`config.mk`:
```
export PLATFORM = sky130hd
export DESIGN_NAME = hwd_out_stage
export DESIGN_NICKNAME = d
export VERILOG_FILES = /design/src/sv/hwd_pkg.sv /design/src/sv/hwd_out_stage.sv
export SDC_FILE = /design/constraint.sdc
export NUM_CORES = 1
export LEC_CHECK = 0
export CAP_MARGIN = 20
export CORE_UTILIZATION = 45
export CTS_BUF_LIST = sky130_fd_sc_hd__clkbuf_8
export DETAILED_ROUTE_END_ITERATION = 16
export DONT_BUFFER_PORTS = 1
export SLEW_MARGIN = 5
export SYNTH_ARGS = -nofsm -noshare
export SYNTH_HDL_FRONTEND = slang
export SYNTH_SLANG_ARGS = --single-unit
export TNS_END_PERCENT = 20
```
`constraint.sdc`:
```
create_clock -name i_clk -period 2.2 [get_ports i_clk]
set_clock_uncertainty 0.1 [all_clocks]
set_input_delay 0.33 -clock i_clk [delete_from_list [all_inputs] [get_ports i_clk]]
set_output_delay 0.33 -clock i_clk [all_outputs]
set_load 0.005 [all_outputs]
```
`src/sv/hwd_pkg.sv`:
```
// Shared types and constants for the Huffman tree-walk decoder.
// No dependencies; every other file of the decoder imports this package.
`timescale 1ns / 1ps
`default_nettype none

package hwd_pkg;

    localparam int CHILD_W = 9;
    localparam int SYM_W   = 8;
    localparam int CODE_W  = 8;
    localparam int COUNT_W = 32;
    localparam int BITS_W  = 3;

    // Input tdata layout, lowest bit first.
    localparam int IDX_LSB   = 0;
    localparam int LEFT_LSB  = IDX_LSB + CHILD_W;
    localparam int RIGHT_LSB = LEFT_LSB + CHILD_W;
    localparam int NSYM_LSB  = RIGHT_LSB + CHILD_W;
    localparam int CODE_LSB  = NSYM_LSB + SYM_W;
    localparam int S_FIELDS_W = CODE_LSB + CODE_W;
    localparam int S_TDATA_W  = ((S_FIELDS_W + 7) / 8) * 8;
    localparam int S_TUSER_W  = 2;
    localparam int M_TDATA_W  = SYM_W;
    localparam int M_TUSER_W  = 1;

    typedef enum logic [S_TUSER_W-1:0] {
        OP_WRITE  = 2'd0,
        OP_DECODE = 2'd1,
        OP_START  = 2'd2
    } t_op;

    typedef struct packed {
        logic [CHILD_W-1:0] left;
        logic [CHILD_W-1:0] right;
        logic [SYM_W-1:0]   symbol;
    } t_node;

    // Request from the walker to the output stage.
    typedef struct packed {
        logic             push;
        logic             flush;
        logic [SYM_W-1:0] symbol;
        logic             done;
    } t_sym_evt;

endpackage

`default_nettype wire

```
`src/sv/hwd_out_stage.sv`:
```
// Output stage: holds one symbol back until it is known whether it is the
// last of its code byte, then registers it for the output stream. Uses hwd_pkg.
`timescale 1ns / 1ps
`default_nettype none

module hwd_out_stage (
    input  wire logic                       i_clk,
    input  wire logic                       i_rst_n,
    input  wire hwd_pkg::t_sym_evt          i_evt,
    output      logic                       o_evt_ready,
    output      logic                       o_valid,
    input  wire logic                       i_ready,
    output      logic [hwd_pkg::SYM_W-1:0]  o_symbol,
    output      logic                       o_last,
    output      logic                       o_done
);
    import hwd_pkg::*;

    logic             r_hold_v;
    logic [SYM_W-1:0] r_hold_symbol;
    logic             r_hold_done;
    logic             r_out_v;
    logic [SYM_W-1:0] r_out_symbol;
    logic             r_out_last;
    logic             r_out_done;

    logic out_free;
    logic evt_take;
    logic move;

    assign out_free    = !r_out_v || i_ready;
    assign o_evt_ready = !r_hold_v || out_free;
    assign evt_take    = (i_evt.push || i_evt.flush) && o_evt_ready;
    assign move        = evt_take && r_hold_v;

    always_ff @(posedge i_clk) begin
        if (!i_rst_n) begin
            r_hold_v <= 1'b0;
            r_out_v  <= 1'b0;
        end else begin
            if (out_free) begin
                r_out_v <= 1'b0;
            end
            // A following symbol proves the held one is not last; a flush
            // proves that it is.
            if (move) begin
                r_out_v      <= 1'b1;
                r_out_symbol <= r_hold_symbol;
                r_out_last   <= i_evt.flush;
                r_out_done   <= r_hold_done;
            end
            if (evt_take) begin
                r_hold_v <= i_evt.push;
                if (i_evt.push) begin
                    r_hold_symbol <= i_evt.symbol;
                    r_hold_done   <= i_evt.done;
                end
            end
        end
    end

    assign o_valid  = r_out_v;
    assign o_symbol = r_out_symbol;
    assign o_last   = r_out_last;
    assign o_done   = r_out_done;

endmodule

`default_nettype wire

```
==> results of run 1 <==
## metal layers
layer | up-vias | part of all wire, %
met1 | 129 | 41
met2 | 16 | 53
met3 | 0 | 6.2
met4 | 0 | 0
li1 | 133 | -
met5 | - | 0
## synth_stat cells
library cell                n
sky130_fd_sc_hd__a21boi_1   1
sky130_fd_sc_hd__a31oi_1    1
sky130_fd_sc_hd__nor2b_1    1
sky130_fd_sc_hd__o21ai_1    1
sky130_fd_sc_hd__nor3b_2    1
sky130_fd_sc_hd__a21oi_1    1
sky130_fd_sc_hd__inv_1      1
sky130_fd_sc_hd__nand2b_1   1
sky130_fd_sc_hd__dfxtp_1    2
sky130_fd_sc_hd__edfxtp_1  19
sky130_fd_sc_hd__nand2_1    2
sky130_fd_sc_hd__o21ai_0    1
## kinds of logic (layout without fill, tap and decap cells)
group                  count (synthesis)  count (layout)  synth area share [%]
AND/OR/NAND/NOR                        5               5                  4.82
buffers and inverters                  1               7                 0.555
AO/OA/AOI/OAI                          5               5                  4.26
flip-flops                            21              21                  90.4
## where the power goes
group / total (uW) / internal, uW / switching (uW)
sequential: 458 / 451 / 6.79
combinational: 15.4 / 6.08 / 9.33
clock: 226 / 123 / 102
total: 699 / 581 / 118
## cell usage in the layout (no fill, tap or decap)
cell type                  netlist  layout
sky130_fd_sc_hd__a21boi_1        1       1
sky130_fd_sc_hd__nand2_1         2       2
sky130_fd_sc_hd__nor2b_1         1       1
sky130_fd_sc_hd__a31oi_1         1       1
sky130_fd_sc_hd__buf_4           0       2
sky130_fd_sc_hd__clkbuf_8        0       3
sky130_fd_sc_hd__o21ai_0         1       1
sky130_fd_sc_hd__nand2b_1        1       1
sky130_fd_sc_hd__inv_1           1       2
sky130_fd_sc_hd__nor3b_2         1       1
sky130_fd_sc_hd__a21oi_1         1       1
sky130_fd_sc_hd__dfxtp_1         2       2
sky130_fd_sc_hd__o21ai_1         1       1
sky130_fd_sc_hd__edfxtp_1       19      19
## how the worst max path moves through the flow
stage | startpoint | to | cells past startpoint | slack [ns]
floorplan | o_valid | r_hold_done | 2 | 0.74
global placement | o_valid | o_done | 3 | 0.97
detailed placement | o_valid | o_done | 3 | 0.90
CTS | o_valid | o_evt_ready | 2 | 0.77
global route | o_valid | o_evt_ready | 2 | 0.73
finish | o_valid | o_evt_ready | 2 | 0.78
## state kept, by name (all words and copies together) (netlist names)
| name | count |
|---|---|
| r_hold_done | 1 |
| r_hold_v | 1 |
| o_symbol | 8 |
| o_valid | 1 |
| r_hold_symbol | 8 |
| o_last | 1 |
| o_done | 1 |
## layout make-up
| cell class | count | area share (%) |
|---|---|---|
| clock buffer | 3 | 5.47 |
| clock inverter | 1 | 0.498 |
| timing repair buffer | 2 | 1.99 |
| inverter | 1 | 0.498 |
| tap | 15 | 2.49 |
| multi-input combinational | 10 | 8.13 |
| sequential | 21 | 80.9 |
## through the flow
step           setup WS [ns]  cells  util [%]
6_report               0.782     53      55.9
3_3_place_gp           0.966     49      52.5
5_1_grt                0.729     53      55.9
2_1_floorplan          0.736     32         -
4_1_cts                0.767     53      55.9
3_5_place_dp           0.903     49      52.5
==> flow_metrics.py, run 1 <==
metrics = {
    "status": {
        "status": "finished clean",
    },
    "hold_path": {
        "launch_instance_of_the_worst_min_delay_path": "i_evt[5]",
        "worst_hold_path.endpoint": "r_hold_symbol[4]",
        "hold_depth": 0,
        "hold_path_class": "input pin to register",
    },
    "timing": {
        "finalSetupViolCount": 0,
        "finalHoldWorstSlack_ns": 0.0758,
        "min_period_over_period_pct": 64.4,
        "relSlewSlack_pct": 85.0,
        "timing_worst_slew_pin_value_ns": 0.223,
        "report.final.hold_viol_count": 0,
        "rsz_0062_raised_after_global_routing": "false",
        "final_period_minus_worst_setup_slack_ns": 1.42,
        "maxSlewViolCount": 0,
        "setup-tns-final_ns": 0,
        "fmax_ghz": 0.705,
    },
    "global_routing": {
        "use_met1_pct": 14.0,
        "grt_pass1_wl_um": 1310,
        "grt_remaining_overflow": 0,
        "grt_use_met3_pct": 5.98,
        "grt_start_max_net_pins": 12,
        "grt.met2_usage_pct": 23.4,
        "number_of_antenna_violations_at_the_first_check_in_global_routing": 0,
        "busiest_layer": "met2",
        "grt.total_usage_pct": 13.7,
        "first_global_vias": 282,
    },
    "critical_path": {
        "path_class": "register to primary output",
        "timing.rr.start": "o_valid",
        "endpoint_kind": "primary output",
        "timing.rr.end": "o_symbol[0]",
        "cp_num_buf_inv": 0,
        "required_arrival_time_at_the_worst_endpoint_ns": 1.77,
        "timing.reg2reg.setup_slack_ns": 0.91,
        "crit_chain": "nor2b_1 -> nand2_1",
        "r2r.worst_path.cells": 3,
        "arrival_ns": 0.99,
        "timing.critical_path.slowest_stage_cell": "sky130_fd_sc_hd__dfxtp_1",
        "cp_slowest_stage_delay_ns": 0.38,
        "crit_path_start_kind": "register",
        "timing.critical_path.max_delay_family": "flip-flops",
        "timing.critical_path.fanout_max": 3,
    },
    "drt": {
        "drc_markers": 0,
        "vias_per_cell": 5.25,
        "detail-route-antenna-nets": 0,
        "detailroute.via_count": 278,
        "routed_wirelength_um": 973,
        "wire_per_inst_um": 18.4,
        "drt_iter0_drc": 4,
        "dr.pass1.iters": 5,
    },
    "synth": {
        "leading_area_contributor_after_synthesis": "sky130_fd_sc_hd__edfxtp_1",
        "yosysTopAreaCellShare_pct": 84.4,
        "yosys_warnings": 0,
        "synthesis.instances": 32,
        "synth.area.top_cells": "sky130_fd_sc_hd__edfxtp_1 84%, sky130_fd_sc_hd__dfxtp_1 5.9%, sky130_fd_sc_hd__nor3b_2 1.9%, sky130_fd_sc_hd__a21boi_1 1.1%, sky130_fd_sc_hd__nand2_1 1.1%",
        "syn-mean-instance-area_um2": 21.1,
        "syn_area_um2": 676,
        "number_of_synthesized_register_bits": 21,
        "synth.yosys.seq_area_share_pct": 90.4,
        "syn-num-nets": 46,
        "ys_types": 12,
    },
    "clocking": {
        "numCtsBuffers": 3,
        "gates_resized_cts_repair": 0,
        "ctsHoldBuffers": 0,
        "path_clk_slew_ns": 0.07,
        "clk-insertion-delay-late_ns": 0.24,
        "ctsLongestPathBuffers": 2,
        "clock_tree_from_tritoncts": "yes",
        "htreeDepth": 1,
        "clock_sink_count": 21,
        "post-cts-setup-buffers": 0,
        "ctsRootBufferMaster": "sky130_fd_sc_hd__clkbuf_8",
    },
    "floorplan": {
        "floorplan.initialDensity_pct": 50.0,
        "floorplan.die.width_um": 40.8,
        "core-area_um2": 1350,
        "die_h_um": 40.8,
        "dieArea_um2": 1660,
        "std_cell_rows": 13,
        "ioPinCount": 26,
    },
    "power_and_ir_drop": {
        "leakage_uw": 0.000252,
        "max-vdd-ir-drop_mv": 0.588,
        "power_density_nw_per_um2": 927,
        "post-layout-total-power_uw": 699,
    },
    "flow_run": {
        "timing.max_cap.violations": 0,
    },
    "finish": {
        "fin_area_um2": 754,
        "multi_input_logic_area_um2": 61.3,
        "ff_latch_area_um2": 611,
        "fraction_of_layout_instances_using_a_drive_strength_above_1_pct": 15.8,
        "finalNetCount": 53,
        "areaGrowthSynthToFinish_pct": 11.7,
        "num-fill-cells": 110,
        "antenna_cells_inserted": 0,
    },
    "placed_design": {
        "globalplace.congestion": 0.614,
        "port-buffer-count": 0,
        "placement.cell_area_um2": 709,
    },
}
Power figures use the tool's default switching activity.
==> run 2: changes to the inputs <==
- clock period: 2.2 -> 1.2 ns (I/O delays scaled with it)
==> flow_metrics.py, run 2 (synthesis gave the netlist of run 1 again) <==
metrics = {
    "status": {
        "status": "finished, violations left",
        "violations": "setup timing",
    },
    "drt": {
        "detail-route-antenna-nets": 0,
        "drc_markers": 0,
        "wire_per_inst_um": 17.2,
        "vias_per_cell": 5.32,
        "drt_iter0_drc": 16,
        "detailroute.via_count": 367,
        "dr.pass1.iters": 3,
        "routed_wirelength_um": 1190,
    },
    "critical_path": {
        "endpoint_kind": "register",
        "crit_path_start_kind": "register",
        "timing.critical_path.slowest_stage_cell": "sky130_fd_sc_hd__dfxtp_2",
        "arrival_ns": 1.11,
        "path_class": "register to register",
        "cp_slowest_stage_delay_ns": 0.32,
        "required_arrival_time_at_the_worst_endpoint_ns": 1.08,
        "crit_chain": "nor2b_4 -> nor3b_4 -> buf_12",
        "timing.critical_path.fanout_max": 9,
    },
    "timing": {
        "rsz_0062_raised_after_global_routing": "true",
        "min_period_over_period_pct": 103,
        "finalSetupViolCount": 10,
        "layout_setup_ws_ns": -0.0345,
        "relSlewSlack_pct": 85.2,
        "final_period_minus_worst_setup_slack_ns": 1.23,
        "fmax_ghz": 0.810,
        "finalHoldWorstSlack_ns": 0.0373,
        "timing_worst_slew_pin_value_ns": 0.222,
        "maxSlewViolCount": 0,
        "setup-tns-final_ns": -0.325,
        "report.final.hold_viol_count": 0,
    },
    "global_routing": {
        "first_global_vias": 338,
        "number_of_antenna_violations_at_the_first_check_in_global_routing": 0,
        "grt_start_max_net_pins": 13,
        "grt_remaining_overflow": 0,
        "grt_pass1_wl_um": 1620,
        "grt.total_usage_pct": 17.9,
    },
    "floorplan": {
        "ioPinCount": 26,
        "std_cell_rows": 13,
        "dieArea_um2": 1660,
        "floorplan.die.width_um": 40.8,
        "core-area_um2": 1350,
        "die_h_um": 40.8,
        "floorplan.initialDensity_pct": 50.0,
    },
    "clocking": {
        "ctsLongestPathBuffers": 2,
        "htreeDepth": 1,
        "clock_tree_from_tritoncts": "yes",
        "numCtsBuffers": 3,
        "gates_resized_cts_repair": 0,
        "clk-insertion-delay-late_ns": 0.25,
        "clock_sink_count": 21,
        "ctsRootBufferMaster": "sky130_fd_sc_hd__clkbuf_8",
        "path_clk_slew_ns": 0.07,
    },
    "power_and_ir_drop": {
        "max-vdd-ir-drop_mv": 0.987,
        "leakage_uw": 0.000328,
        "post-layout-total-power_uw": 1370,
        "power_density_nw_per_um2": 1450,
    },
    "finish": {
        "fraction_of_layout_instances_using_a_drive_strength_above_1_pct": 29.6,
        "most_common_cell_after_layout_fill_and_taps_aside": "sky130_fd_sc_hd__edfxtp_1",
        "finalNetCount": 69,
        "instances_no_fill": 69,
        "antenna_cells_inserted": 0,
        "areaGrowthSynthToFinish_pct": 39.4,
        "most-common-layout-cells": "19 x sky130_fd_sc_hd__edfxtp_1, 12 x sky130_fd_sc_hd__dlygate4sd3_1, 5 x sky130_fd_sc_hd__buf_4",
    },
    "placed_design": {
        "port-buffer-count": 0,
        "placed_cells": 53,
        "globalplace.congestion": 0.605,
    },
    "hold_path": {
        "hold_path_class": "input pin to register",
    },
    "flow_run": {
        "timing.max_cap.violations": 0,
    },
}
run 2: changes by cell type in the layout (fill, tap and decap cells not counted), sizes merged:
cell	before	now
clkinv	0	1
dlygate4sd3	0	12
buf	2	6
inv	2	1
run 2: what timing repair did:
action / CTS / global route
endpoints found under the setup margin: 10 / 10
hold endpoints to repair: 12 / 0
pin swaps: 0 / 0
hold buffers: 12 / 0
buffers inserted: 0 / 0
run 2: layout make-up:
class	count	area [um2]
Sequential cell	21	613
Timing Repair Buffer	18	178
Clock buffer	3	41.3
Tap cell	15	18.8
Multi-Input combinational cell	10	82.6
Inverter	1	3.75
Fill cell	86	408
Clock inverter	1	5.00
run 2: report_power, final:
| part | switching (uW) | internal, uW | total (uW) |
|---|---|---|---|
| sequential | 11.4 | 828 | 839 |
| combinational | 31.5 | 53.3 | 84.8 |
| clock | 213 | 231 | 444 |
run 2: per-layer routing:
metal / vias up / wire length (um) / track usage [%] / share of wire (%)
met5: - / 0 / 0 / 0
met4: 0 / 16 / 10.0 / 1.3
met3: 2 / 67 / 7.07 / 5.6
met2: 21 / 639 / 32.1 / 54
met1: 178 / 464 / 17.0 / 39
li1: 166 / - / - / -
run 2: worst paths after layout:
kind / startpoint / end / slack [ns] / cells past startpoint
max reg2reg: o_valid / o_symbol[4] / -0.03 / 3
min reg2reg: r_hold_symbol[4] / o_symbol[4] / 0.33 / 0
max: o_valid / o_symbol[4] / -0.03 / 3
min: i_ready / o_valid / 0.04 / 2
run 2: critical path, delay by kind of cell, from the launching register on:
kind	cells	cell delay, ns
and+or+nand+nor	2	0.36
DFF	1	0.32
buffers and inverters	1	0.16
run 2: through the flow:
stage                     instance area [um2]  worst slack, ns  utilization [%]
final                                     942          -0.0345             69.8
after global routing                      942          -0.0712             69.8
after CTS                                 942          -0.0334             69.8
after detailed placement                  776          -0.0201             57.5
after global placement                    776          0.00837             57.5
after floorplan                           699          -0.0694                -
